### src/rtl/zmm_pkg.sv
// Shared types, widths and codes of the zonal average / minimum / maximum aggregator.
package zmm_pkg;

	localparam int VALUE_WIDTH = 32;
	localparam int COUNT_WIDTH = 24;
	localparam int ZONE_WIDTH = 16;
	localparam int TOTAL_WIDTH = 32;
	localparam int SUM_WIDTH = 64;
	localparam int THR_WIDTH = 17;
	localparam int THR_FRAC = 16;
	localparam int MODE_WIDTH = 2;
	localparam int CFG_INDEX_WIDTH = 2;
	localparam int CFG_DATA_WIDTH = 32;
	localparam int PROD_WIDTH = VALUE_WIDTH + COUNT_WIDTH;
	localparam int THR_PROD_WIDTH = THR_WIDTH + TOTAL_WIDTH + 1;
	localparam int DIV_CNT_WIDTH = $clog2(SUM_WIDTH);

	localparam logic [MODE_WIDTH-1:0] MODE_AVG = 2'd0;
	localparam logic [MODE_WIDTH-1:0] MODE_MIN = 2'd1;
	localparam logic [MODE_WIDTH-1:0] MODE_MAX = 2'd2;

	localparam logic [CFG_INDEX_WIDTH-1:0] CFG_AGG_MODE = 2'd0;
	localparam logic [CFG_INDEX_WIDTH-1:0] CFG_THRESHOLD = 2'd1;
	localparam logic [CFG_INDEX_WIDTH-1:0] CFG_MISSING = 2'd2;

	// -9999.0 in Q16.16
	localparam logic [VALUE_WIDTH-1:0] MISSING_RESET = 32'hD8F1_0000;

	typedef struct packed {
		logic [ZONE_WIDTH-1:0]         zone_index;
		logic                          first_of_zone;
		logic                          last_of_zone;
		logic [COUNT_WIDTH-1:0]        prior_null_count;
		logic [COUNT_WIDTH-1:0]        point_count;
		logic signed [VALUE_WIDTH-1:0] value;
	} in_item_t;

	typedef struct packed {
		logic [ZONE_WIDTH-1:0]         zone_out;
		logic                          zone_valid;
		logic signed [VALUE_WIDTH-1:0] aggregate_value;
		logic [TOTAL_WIDTH-1:0]        valid_points;
		logic [TOTAL_WIDTH-1:0]        null_points;
	} out_item_t;

	typedef struct packed {
		logic load;
		logic mul;
		logic acc;
		logic thr;
		logic cmp;
		logic step;
		logic rnd;
		logic emit;
	} cmd_t;

	typedef struct packed {
		logic last;
		logic go_div;
		logic out_free;
	} sts_t;

endpackage

### src/rtl/zonal_avg_min_max_aggregator_top.sv
// Top level of the zonal average / minimum / maximum aggregator.
// An entry without the last flag passes the multiply and accumulate states before the next
// entry is accepted. A last entry then passes the threshold, compare and output states; in
// average mode with a valid zone, the 64-step one-bit-per-cycle divider and rounding come between.
// The result register frees the input side: the next zone's entries are taken while
// a result beat still waits. Reset (arst_n low) clears counts, sum and state and sets config to its defaults.
module zonal_avg_min_max_aggregator_top (
	input  logic                                  clk,
	input  logic                                  arst_n,
	input  logic                                  in_valid,
	output logic                                  in_ready,
	input  zmm_pkg::in_item_t                     in_data,
	output logic                                  out_valid,
	input  logic                                  out_ready,
	output zmm_pkg::out_item_t                    out_data,
	input  logic                                  cfg_valid,
	output logic                                  cfg_ready,
	input  logic [zmm_pkg::CFG_INDEX_WIDTH-1:0]   cfg_index,
	input  logic [zmm_pkg::CFG_DATA_WIDTH-1:0]    cfg_data
);

	zmm_pkg::cmd_t cmd;
	zmm_pkg::sts_t sts;

	// Config writes go straight into the config registers; always ready for a config beat.
	assign cfg_ready = 1'b1;

	// Sequencer: one entry at a time, hold the input until the item register is free.
	zmm_ctrl u_ctrl (
		.clk      (clk),
		.arst_n   (arst_n),
		.in_valid (in_valid),
		.in_ready (in_ready),
		.sts      (sts),
		.cmd      (cmd)
	);

	// Datapath: accumulate per entry, test the zone and, in average mode, divide at its last entry,
	// then drop the result into the output register and clear the accumulators.
	zmm_dp u_dp (
		.clk       (clk),
		.arst_n    (arst_n),
		.cmd       (cmd),
		.sts       (sts),
		.in_data   (in_data),
		.cfg_we    (cfg_valid),
		.cfg_index (cfg_index),
		.cfg_data  (cfg_data),
		.out_ready (out_ready),
		.out_valid (out_valid),
		.out_data  (out_data)
	);

endmodule

### src/rtl/zmm_div.sv
// Restoring divider, one quotient bit per step.
module zmm_div (
	input  logic                              clk,
	input  logic                              load,
	input  logic                              step,
	input  logic [zmm_pkg::SUM_WIDTH-1:0]     dividend,
	input  logic [zmm_pkg::TOTAL_WIDTH-1:0]   divisor,
	output logic [zmm_pkg::SUM_WIDTH-1:0]     quo,
	output logic [zmm_pkg::TOTAL_WIDTH-1:0]   rem
);

	logic [zmm_pkg::SUM_WIDTH-1:0]   quo_q;
	logic [zmm_pkg::TOTAL_WIDTH-1:0] rem_q;
	logic [zmm_pkg::TOTAL_WIDTH-1:0] dsr_q;
	logic [zmm_pkg::TOTAL_WIDTH:0]   shifted;
	logic [zmm_pkg::TOTAL_WIDTH:0]   diff;
	logic                            ge;

	assign shifted = {rem_q, quo_q[zmm_pkg::SUM_WIDTH-1]};
	assign ge      = shifted >= {1'b0, dsr_q};
	assign diff    = shifted - {1'b0, dsr_q};

	always_ff @(posedge clk) begin
		if (load) begin
			quo_q <= dividend;
			rem_q <= '0;
			dsr_q <= divisor;
		end else if (step) begin
			rem_q <= ge ? diff[zmm_pkg::TOTAL_WIDTH-1:0] : shifted[zmm_pkg::TOTAL_WIDTH-1:0];
			quo_q <= {quo_q[zmm_pkg::SUM_WIDTH-2:0], ge};
		end
	end

	assign quo = quo_q;
	assign rem = rem_q;

endmodule

### src/rtl/zmm_dp.sv
// Datapath: item register, accumulators, threshold test, averaging and result register.
module zmm_dp (
	input  logic                                  clk,
	input  logic                                  arst_n,
	input  zmm_pkg::cmd_t                         cmd,
	output zmm_pkg::sts_t                         sts,
	input  zmm_pkg::in_item_t                     in_data,
	input  logic                                  cfg_we,
	input  logic [zmm_pkg::CFG_INDEX_WIDTH-1:0]   cfg_index,
	input  logic [zmm_pkg::CFG_DATA_WIDTH-1:0]    cfg_data,
	input  logic                                  out_ready,
	output logic                                  out_valid,
	output zmm_pkg::out_item_t                    out_data
);

	localparam int VW = zmm_pkg::VALUE_WIDTH;
	localparam int SW = zmm_pkg::SUM_WIDTH;
	localparam int TW = zmm_pkg::TOTAL_WIDTH;
	localparam logic [SW-1:0] POS_LIM = {{(SW-VW+1){1'b0}}, {(VW-1){1'b1}}};
	localparam logic [SW-1:0] NEG_LIM = POS_LIM + 1'b1;
	localparam logic signed [SW-1:0] SUM_MAX = {1'b0, {(SW-1){1'b1}}};
	localparam logic signed [SW-1:0] SUM_MIN = {1'b1, {(SW-1){1'b0}}};

	function automatic logic [TW-1:0] sat_add(input logic [TW-1:0] a,
			input logic [zmm_pkg::COUNT_WIDTH-1:0] b);
		logic [TW:0] s;
		s = {1'b0, a} + (TW+1)'(b);
		return s[TW] ? '1 : s[TW-1:0];
	endfunction

	// configuration
	logic [zmm_pkg::MODE_WIDTH-1:0] mode_q;
	logic [zmm_pkg::THR_WIDTH-1:0]  thr_q;
	logic [VW-1:0]                  miss_q;

	// item and multiply stage
	zmm_pkg::in_item_t           item_q;
	logic [zmm_pkg::PROD_WIDTH-1:0] prod_s1;
	logic                        neg_s1;
	logic                        nul_s1;
	logic                        live_s1;

	// accumulators
	logic signed [SW-1:0] sum_q;
	logic signed [VW-1:0] ext_q;
	logic                 seeded_q;
	logic [TW-1:0]        vtot_q;
	logic [TW-1:0]        ntot_q;

	// end of zone
	logic [zmm_pkg::THR_PROD_WIDTH-1:0] thrprod_q;
	logic                               zvalid_q;
	logic                               sneg_q;
	logic [VW-1:0]                      avg_q;
	logic                               out_valid_q;
	zmm_pkg::out_item_t                 out_q;

	logic [VW-1:0]                      val_u;
	logic [VW-1:0]                      mag_v;
	logic [SW-1:0]                      term;
	logic signed [SW:0]                 sum_ext;
	logic [TW:0]                        total;
	logic                               zone_ok;
	logic [SW-1:0]                      sum_mag;
	logic [SW-1:0]                      quo;
	logic [TW-1:0]                      rem;
	logic                               round_up;
	logic [SW-1:0]                      q_rnd;
	logic [SW-1:0]                      q_lim;
	logic [SW-1:0]                      q_clamp;
	logic [SW-1:0]                      q_signed;
	logic signed [VW-1:0]               agg_sel;

	always_ff @(posedge clk or negedge arst_n) begin
		if (!arst_n) begin
			mode_q <= zmm_pkg::MODE_AVG;
			thr_q  <= '0;
			miss_q <= zmm_pkg::MISSING_RESET;
		end else if (cfg_we) begin
			unique case (cfg_index)
				zmm_pkg::CFG_AGG_MODE:  mode_q <= cfg_data[zmm_pkg::MODE_WIDTH-1:0];
				zmm_pkg::CFG_THRESHOLD: thr_q  <= cfg_data[zmm_pkg::THR_WIDTH-1:0];
				zmm_pkg::CFG_MISSING:   miss_q <= cfg_data[VW-1:0];
				default: ;
			endcase
		end
	end

	assign val_u = item_q.value;
	assign mag_v = val_u[VW-1] ? (~val_u + 1'b1) : val_u;

	always_ff @(posedge clk) begin
		if (cmd.load) begin
			item_q <= in_data;
		end
		if (cmd.mul) begin
			prod_s1 <= zmm_pkg::PROD_WIDTH'(mag_v) * zmm_pkg::PROD_WIDTH'(item_q.point_count);
			neg_s1  <= val_u[VW-1];
			nul_s1  <= val_u == miss_q;
			live_s1 <= item_q.point_count != '0;
		end
	end

	assign term    = neg_s1 ? (~SW'(prod_s1) + 1'b1) : SW'(prod_s1);
	assign sum_ext = {sum_q[SW-1], sum_q} + {term[SW-1], term};

	always_ff @(posedge clk or negedge arst_n) begin
		if (!arst_n) begin
			sum_q    <= '0;
			ext_q    <= '0;
			seeded_q <= 1'b0;
			vtot_q   <= '0;
			ntot_q   <= '0;
		end else if (cmd.emit) begin
			sum_q    <= '0;
			ext_q    <= '0;
			seeded_q <= 1'b0;
			vtot_q   <= '0;
			ntot_q   <= '0;
		end else if (cmd.mul && item_q.first_of_zone) begin
			sum_q    <= '0;
			ext_q    <= '0;
			seeded_q <= 1'b0;
			vtot_q   <= '0;
			ntot_q   <= TW'(item_q.prior_null_count);
		end else if (cmd.acc && live_s1) begin
			if (nul_s1) begin
				ntot_q <= sat_add(ntot_q, item_q.point_count);
			end else begin
				vtot_q <= sat_add(vtot_q, item_q.point_count);
				if (sum_ext[SW] != sum_ext[SW-1]) begin
					sum_q <= sum_ext[SW] ? SUM_MIN : SUM_MAX;
				end else begin
					sum_q <= sum_ext[SW-1:0];
				end
				// first valid value seeds the extreme, whatever the mode
				if (!seeded_q) begin
					ext_q    <= item_q.value;
					seeded_q <= 1'b1;
				end else if (mode_q == zmm_pkg::MODE_MIN && item_q.value < ext_q) begin
					ext_q <= item_q.value;
				end else if (mode_q == zmm_pkg::MODE_MAX && item_q.value > ext_q) begin
					ext_q <= item_q.value;
				end
			end
		end
	end

	assign total   = {1'b0, vtot_q} + {1'b0, ntot_q};
	assign zone_ok = (vtot_q != '0) &&
		(zmm_pkg::THR_PROD_WIDTH'({vtot_q, {zmm_pkg::THR_FRAC{1'b0}}}) >= thrprod_q);
	assign sum_mag = sum_q[SW-1] ? (~sum_q + 1'b1) : sum_q;

	zmm_div u_div (
		.clk      (clk),
		.load     (cmd.cmp),
		.step     (cmd.step),
		.dividend (sum_mag),
		.divisor  (vtot_q),
		.quo      (quo),
		.rem      (rem)
	);

	// round half away from zero on the magnitude, then clamp to the value range
	assign round_up = {rem, 1'b0} >= {1'b0, vtot_q};
	assign q_rnd    = quo + SW'(round_up);
	assign q_lim    = sneg_q ? NEG_LIM : POS_LIM;
	assign q_clamp  = (q_rnd > q_lim) ? q_lim : q_rnd;
	assign q_signed = sneg_q ? (~q_clamp + 1'b1) : q_clamp;

	always_ff @(posedge clk) begin
		if (cmd.thr) begin
			thrprod_q <= zmm_pkg::THR_PROD_WIDTH'(thr_q) * zmm_pkg::THR_PROD_WIDTH'(total);
		end
		if (cmd.cmp) begin
			zvalid_q <= zone_ok;
			sneg_q   <= sum_q[SW-1];
		end
		if (cmd.rnd) begin
			avg_q <= q_signed[VW-1:0];
		end
	end

	always_comb begin
		agg_sel = miss_q;
		if (zvalid_q) begin
			priority if (mode_q == zmm_pkg::MODE_AVG) begin
				agg_sel = avg_q;
			end else if (mode_q == zmm_pkg::MODE_MIN || mode_q == zmm_pkg::MODE_MAX) begin
				agg_sel = ext_q;
			end else begin
				agg_sel = miss_q;
			end
		end
	end

	always_ff @(posedge clk or negedge arst_n) begin
		if (!arst_n) begin
			out_valid_q <= 1'b0;
		end else if (cmd.emit) begin
			out_valid_q <= 1'b1;
		end else if (out_ready) begin
			out_valid_q <= 1'b0;
		end
	end

	always_ff @(posedge clk) begin
		if (cmd.emit) begin
			out_q.zone_out        <= item_q.zone_index;
			out_q.zone_valid      <= zvalid_q;
			out_q.aggregate_value <= agg_sel;
			out_q.valid_points    <= vtot_q;
			out_q.null_points     <= ntot_q;
		end
	end

	assign out_valid    = out_valid_q;
	assign out_data     = out_q;
	assign sts.last     = item_q.last_of_zone;
	assign sts.go_div   = zone_ok && (mode_q == zmm_pkg::MODE_AVG);
	assign sts.out_free = !out_valid_q || out_ready;

endmodule

### src/rtl/zmm_ctrl.sv
// Controller: sequences multiply, accumulate, threshold, compare, divide, round and result steps.
module zmm_ctrl (
	input  logic          clk,
	input  logic          arst_n,
	input  logic          in_valid,
	output logic          in_ready,
	input  zmm_pkg::sts_t sts,
	output zmm_pkg::cmd_t cmd
);

	typedef enum logic [2:0] {
		S_IDLE,
		S_MUL,
		S_ACC,
		S_THR,
		S_CMP,
		S_DIV,
		S_RND,
		S_OUT
	} state_t;

	localparam logic [zmm_pkg::DIV_CNT_WIDTH-1:0] DIV_LAST =
		zmm_pkg::DIV_CNT_WIDTH'(zmm_pkg::SUM_WIDTH - 1);

	state_t                             state_q;
	logic [zmm_pkg::DIV_CNT_WIDTH-1:0]  div_cnt_q;

	always_ff @(posedge clk or negedge arst_n) begin
		if (!arst_n) begin
			state_q   <= S_IDLE;
			div_cnt_q <= '0;
		end else begin
			unique case (state_q)
				S_IDLE: if (in_valid) state_q <= S_MUL;
				S_MUL:  state_q <= S_ACC;
				S_ACC:  state_q <= sts.last ? S_THR : S_IDLE;
				S_THR:  state_q <= S_CMP;
				S_CMP: begin
					div_cnt_q <= '0;
					state_q   <= sts.go_div ? S_DIV : S_OUT;
				end
				S_DIV: begin
					div_cnt_q <= div_cnt_q + 1'b1;
					if (div_cnt_q == DIV_LAST) state_q <= S_RND;
				end
				S_RND:  state_q <= S_OUT;
				S_OUT:  if (sts.out_free) state_q <= S_IDLE;
				default: state_q <= S_IDLE;
			endcase
		end
	end

	assign in_ready = state_q == S_IDLE;
	assign cmd.load = (state_q == S_IDLE) && in_valid;
	assign cmd.mul  = state_q == S_MUL;
	assign cmd.acc  = state_q == S_ACC;
	assign cmd.thr  = state_q == S_THR;
	assign cmd.cmp  = state_q == S_CMP;
	assign cmd.step = state_q == S_DIV;
	assign cmd.rnd  = state_q == S_RND;
	assign cmd.emit = (state_q == S_OUT) && sts.out_free;

endmodule

### config.mk
export PLATFORM = sky130hd
export DESIGN_NAME = zonal_avg_min_max_aggregator_top
export DESIGN_NICKNAME = d
export VERILOG_FILES = /design/src/rtl/zmm_pkg.sv /design/src/rtl/zonal_avg_min_max_aggregator_top.sv /design/src/rtl/zmm_div.sv /design/src/rtl/zmm_dp.sv /design/src/rtl/zmm_ctrl.sv
export SDC_FILE = /design/constraint.sdc
export NUM_CORES = 2
export LEC_CHECK = 0
export BUFFER_PORTS_ARGS = -buffer_cell sky130_fd_sc_hd__buf_2
export CAP_MARGIN = 20
export CORE_ASPECT_RATIO = 1.2
export CORE_MARGIN = 5
export CORE_UTILIZATION = 60
export DETAILED_ROUTE_END_ITERATION = 6
export PLACE_DENSITY = 0.77
export SKIP_LAST_GASP = 1
export SYNTH_ARGS = -nofsm -noshare
export SYNTH_HDL_FRONTEND = slang
export SYNTH_SLANG_ARGS = --single-unit
### constraint.sdc
create_clock -name clk -period 29.9 [get_ports clk]
set_clock_uncertainty 0.05 [all_clocks]
set_input_delay 0 -clock clk [delete_from_list [all_inputs] [get_ports clk]]
set_output_delay 0 -clock clk [all_outputs]
set_load 0.02 [all_outputs]
# Yosys cells after proc, flatten, opt, wreduce, memory -nomap -nowiden
# Index checks and enable logic that the tools add are counted.
[word_totals]
in_bits = 137
ff_bits = 704
wordCells = 150
out_inout_bits = 116
[classes]
n_lt_le_gt_ge = 6
add_sub_neg = 11
mux = 48
multipliers = 2
n_reduce_logical = 27
n_bitwise = 4
n_eq_ne = 19
[op_table]
columns = ["cell", "count"]
rows = [
  ["32-bit 2-to-1 mux", 25],
  ["64-bit 2-to-1 mux", 10],
  ["64-bit by 1-bit adder with 64-bit output, second input constant", 2],
  ["32-bit by 24-bit adder with 33-bit output", 2],
  ["33-bit by 32-bit >= comparator with 1-bit output", 2],
  ["64-bit by 64-bit adder with 65-bit output", 1],
  ["32-bit by 1-bit adder with 32-bit output, second input constant", 2],
  ["64-bit by 1-bit adder with 64-bit output", 1],
  ["64-bit by 32-bit > comparator with 1-bit output", 1],
  ["32-bit inverter", 2],
  ["56-bit inverter with 64-bit output", 1],
  ["64-bit inverter", 1],
  ["32-bit by 24-bit multiplier with 56-bit output", 1],
  ["48-bit by 50-bit >= comparator with 1-bit output", 1],
  ["17-bit by 33-bit multiplier with 50-bit output", 1],
  ["32-bit by 32-bit adder with 33-bit output", 1],
  ["32-bit == test", 1],
  ["32-bit > comparator", 1],
  ["32-bit less-than comparator", 1],
  ["32-bit nonzero test", 1],
  ["32-bit subtractor", 1],
  ["3-bit one-hot mux with 8 select lines", 1],
  ["24-bit nonzero test", 1],
  ["3-bit == test, second input constant", 4],
  ["other kinds (24)", 52],
]

# Depth between registers and ports, before layout
[logic_depth]
word_depth = 10
depth_mapped = 43
ltp_nobuf = 40

# Modules after synthesis
# From an unflattened synthesis, not the netlist that was laid out.
[unflattened]
cells_unflattened = 9018
hier_area_um2 = 85452.0
[modules_own_cells]
columns = ["mod", "instances", "seq_area_each_um2", "area_per_inst_um2", "cells_per_inst"]
rows = [
  ["zmm_dp", 1, 15971.6, 77644.5, 8279],
  ["zmm_div", 1, 3523.4, 7238.2, 669],
  ["zmm_ctrl", 1, 225.2, 558.0, 68],
  ["zonal_avg_min_max_aggregator_top", 1, 0.0, 11.3, 2],
]

# Least setup slack after synthesis
# OpenSTA, ideal clock, no wires.
[synth_timing]
kind = "reg2reg"
startpoint = "reg u_dp.item_q, in the netlist u_dp.val_u[11]"
endpoint = "reg u_dp.prod_s1[53] (netlist bit) (data pin)"
t_required_ps = 29588
synth_period_minus_slack_ps = 9478
arrival_ps = 9166
setup_time_ps = 262
n_path_buf = 2
slack_ps = 20422
stages_incl_launch_ff = 30
path_cell_list = "edfxtp_1 clkbuf_1 or4_1 or4_1 or4_1 or3_1 nor4b_1 clkbuf_1 and2_1 fa_1 fa_1 inv_1 fa_1 fa_1 inv_1 fa_1 fa_1 inv_1 fa_1 inv_1 ha_1 and3_1 nand3_1 or4b_2 a21oi_1 a211o_1 nand3_1 and2_1 mux2i_1 nor4_1"
[synth_between]
elab_chain_cells = 4
[synth_rtl]
columns = ["element", "line", "text"]
rows = [
  ["from (decl)", "zmm_dp.sv:37", "zmm_pkg::in_item_t item_q;"],
  ["from (signal assigned)", "zmm_dp.sv:94", "item_q <= in_data;"],
  ["32-bit inverter", "zmm_dp.sv:90", "assign mag_v = val_u[VW-1] ? (~val_u + 1'b1) : val_u;"],
  ["32-bit by 1-bit adder with 32-bit output", "zmm_dp.sv:90", ""],
  ["32-bit 2-to-1 mux *", "zmm_dp.sv:90", ""],
  ["32-bit by 24-bit multiplier with 56-bit output *", "zmm_dp.sv:97", "prod_s1 <= zmm_pkg::PROD_WIDTH'(mag_v) * zmm_pkg::PROD_WIDTH'(item_q.point_count);"],
  ["to (signal assigned)", "zmm_dp.sv:97", ""],
  ["to (decl)", "zmm_dp.sv:38", "logic [zmm_pkg::PROD_WIDTH-1:0] prod_s1;"],
]
# Every way passes the cells marked *; elsewhere a longest branch is shown, timed or not.
# A chain may end at the register's enable or synchronous reset.

# Final worst setup path
[layout_timing]
startpoint = "reg u_dp.item_q, in the netlist u_dp.val_u[11]"
endpoint = "reg u_dp.prod_s1[52] (netlist bit) (data pin)"
# Same word-level chain as after synthesis.

==> reports/results.txt <==
M2 GR Usage = 0.604
Die Y = 422 um
total track usage = 0.348
number of synthesized flops with an enable pin = 450
CP Capture Type = register
Fillers = 11,000
status = finished, violations left
failing checks = design-rule violations
setup TNS = 0 ps
vias in the first global route = 72,600
synth unique cells = 94
cell taking the most area after synthesis = fa_1
final number of hold-violating endpoints = 0
Crit Path Max Fanout = 24
CTS H-tree lvls = 3
arrival time worst endpoint = 11,270 ps
Syn Area/Cell = 9.31 um2
DIE WIDTH = 353 um
Final HPWL DP = 198,000 um
sequential cell area = 0.0197 mm2
# clock sinks = 704
sequential area share after synthesis = 0.233
num ports = 253
drt pass-1 iters = 7
clk slew on worst S/H paths = 60 ps
Mapped Area = 0.0847 mm2
fraction of registers with async set/reset = 0.315
DRC violations left = 1
Least-Margin Pin Slew = 1060 ps
Setup CP Type = register to register
Routability Congestion = 1.00
Vias/cell = 6.08
first-pass GRT wire length = 405,000 um
largest cells by area after synthesis = fa_1 27%, edfxtp_1 16%, ha_1 9.1%, inv_1 6.3%, dfrtp_1 6.3%
full die area = 0.149 mm2
met1 usage = 0.393
Nets = 11,300
grt met3 use = 0.0675
syn_nets = 11,000
starting density of the core = 0.602
Synth Register Bits = 704
layer with the highest usage = met2
share of cells above drive strength 1 = 0.0735
grt ovf = 0
Critical Path RT = 30,300 ps
worst hold path class = primary input to register
top_reg_cell synth = edfxtp_1
port bufs = 251
initial antenna violation count = 23
via count = 69,000
Tmin final = 10,870 ps
Post-DRT Antenna Nets = 0
CP max stage delay = 700 ps
worst skew pair latency = 690 ps
Layout area overhead = 10.1%
# setup viols final = 0
CTS tree = done
RSZ-0062 raised after global routing = no
Worst path slowest cell = a221oi_1
Yosys warnings = 0
drt initial violations = 5,644
fmax = 92.0 MHz
Relative slew margins = 0.296
routed wire length = 258,000 um
CTS buffer count = 75
Final Cycle Share = 0.364
Avg WL per Cell = 22.8 um
CTS Root Cell = clkbuf_16
CP most frequent cell = fa_1
CP startpoint kind = register
# rows = 151
largest net degree at the start of global routing = 83
share of the synthesized area in the top cell type = 0.266
area of the multi-input gates = 0.0585 mm2
Max-cap violations = 0
Core Area = 0.141 mm2
Synth Instances = 9,105
Max Slew Vio Count = 0
Longest Clk Path Bufs = 3
## per-stage QoR
step / std cells / hold slack (ps) / setup WS [ps] / utilization / area [um2]
2_1_floorplan: 9105 / -346 / 20420 / - / 84700
3_5_place_dp: 11000 / 73.9 / 19240 / 0.629 / 88500
4_1_cts: 11300 / 2.54 / 19170 / 0.662 / 93200
6_report: 11300 / 52.3 / 19030 / 0.663 / 93300
5_1_grt: 11300 / 42.4 / 18590 / 0.663 / 93300
3_3_place_gp: 11000 / 73.3 / 19290 / 0.628 / 88400
## per-layer routing
layer | part of all wire | routed length, um
met5 | 0.00043 | 110
met4 | 0.079 | 20400
met3 | 0.082 | 21200
met2 | 0.49 | 128000
met1 | 0.34 | 88700
## critical path: cells and delay by family, from the launching register on
kind | cells | cell delay [ps]
buf+inv | 5 | 550
fa+ha+maj | 8 | 3820
compound gates | 8 | 2630
flops | 1 | 530
simple gates | 8 | 2750
xor+xnor | 2 | 280
## registers in the layout, indices dropped and copies added (netlist names), 2 cells and up
| register | count |
|---|---|
| u_dp.u_div.dsr_q | 32 |
| u_dp.u_div.quo | 64 |
| u_dp.miss_q | 32 |
| u_dp.mode_q | 2 |
| u_dp.ntot_q | 32 |
| u_ctrl.div_cnt_q | 6 |
| u_dp.item_q | 65 |
| u_dp.vtot_q | 32 |
| u_dp.sum_q | 64 |
| u_dp.thrprod_q | 50 |
| u_dp.u_div.rem | 32 |
| u_dp.out_data | 113 |
| u_dp.val_u | 32 |
| u_dp.thr_q | 17 |
| u_ctrl.state_q | 3 |
| u_dp.prod_s1 | 56 |
| u_dp.ext_q | 32 |
| u_dp.avg_q | 32 |
## timing repair
action / CTS / global route
setup endpoints to repair: 0 / 0
setup buffers: 0 / 0
resized for setup: 0 / 0
hold buffers: 214 / 0
endpoints found under the hold margin: 258 / 0
## cell families (layout without fill, tap and decap cells)
group                    Yosys count  in the layout  share of synthesized area
XOR/XNOR                         462            462                     0.0478
other                              1             16                  0.0000443
AO/OA/AOI/OAI                   1522           1522                      0.112
AND/OR/NAND/NOR                 2723           2723                      0.155
flip-flops                       704            704                      0.233
multiplexers                     116            116                     0.0145
buffers and inverters           1830           2213                     0.0811
adder cells (fa/ha/maj)         1747           1747                      0.358
## path summary, 6_finish.rpt
check / endpoint / cells past startpoint / slack [ps] / from
setup / recovery: u_dp.prod_s1[52] / 31 / 19030 / u_dp.val_u[11]
hold / removal: u_dp.val_u[29] / 2 / 50 / in_data[29]
setup reg to reg: u_dp.prod_s1[52] / 31 / 19030 / u_dp.val_u[11]
hold reg to reg: u_dp.out_data[99] / 0 / 370 / u_dp.item_q[84]
max in group asynchronous: u_dp.thr_q[10] / 5 / 27420 / arst_n
min in group asynchronous: u_dp.vtot_q[30] / 3 / 330 / arst_n
## final cells by class
type                            instances  share of cell area
Multi-Input combinational cell       6571               0.627
Sequential cell                       704               0.211
Inverter                             1430              0.0576
Timing Repair Buffer                  643              0.0516
Tap cell                             1836              0.0246
Clock buffer                           94              0.0222
Clock inverter                         46             0.00544
Antenna cell                           15            0.000402
## cells in the mapped netlist (all sizes together), types with 71 or more instances
master,n
inv,1427
nand2,1338
fa,1127
ha,619
and2,491
edfxtp,450
o21ai,446
clkbuf,381
a21oi,380
xnor2,260
nor2,236
dfrtp,213
xor2,202
a21o,163
nand3,101
nor2b,92
nand2b,80
nand4,78
a31oi,71
o22ai,71
## cells in the final DEF, fill, tap and decap left out, drive strengths merged, types with 236 or more instances in the layout
master  Yosys  routed
a21oi     380     380
nand2    1338    1338
inv      1427    1434
nor2      236     236
ha        619     619
o21ai     446     446
edfxtp    450     450
buf        19     430
fa       1127    1127
xnor2     260     260
and2      491     491
Power is left out: the tool's default activity adds up to more than one toggle a clock period on the data nets, which glitch-free logic cannot reach.
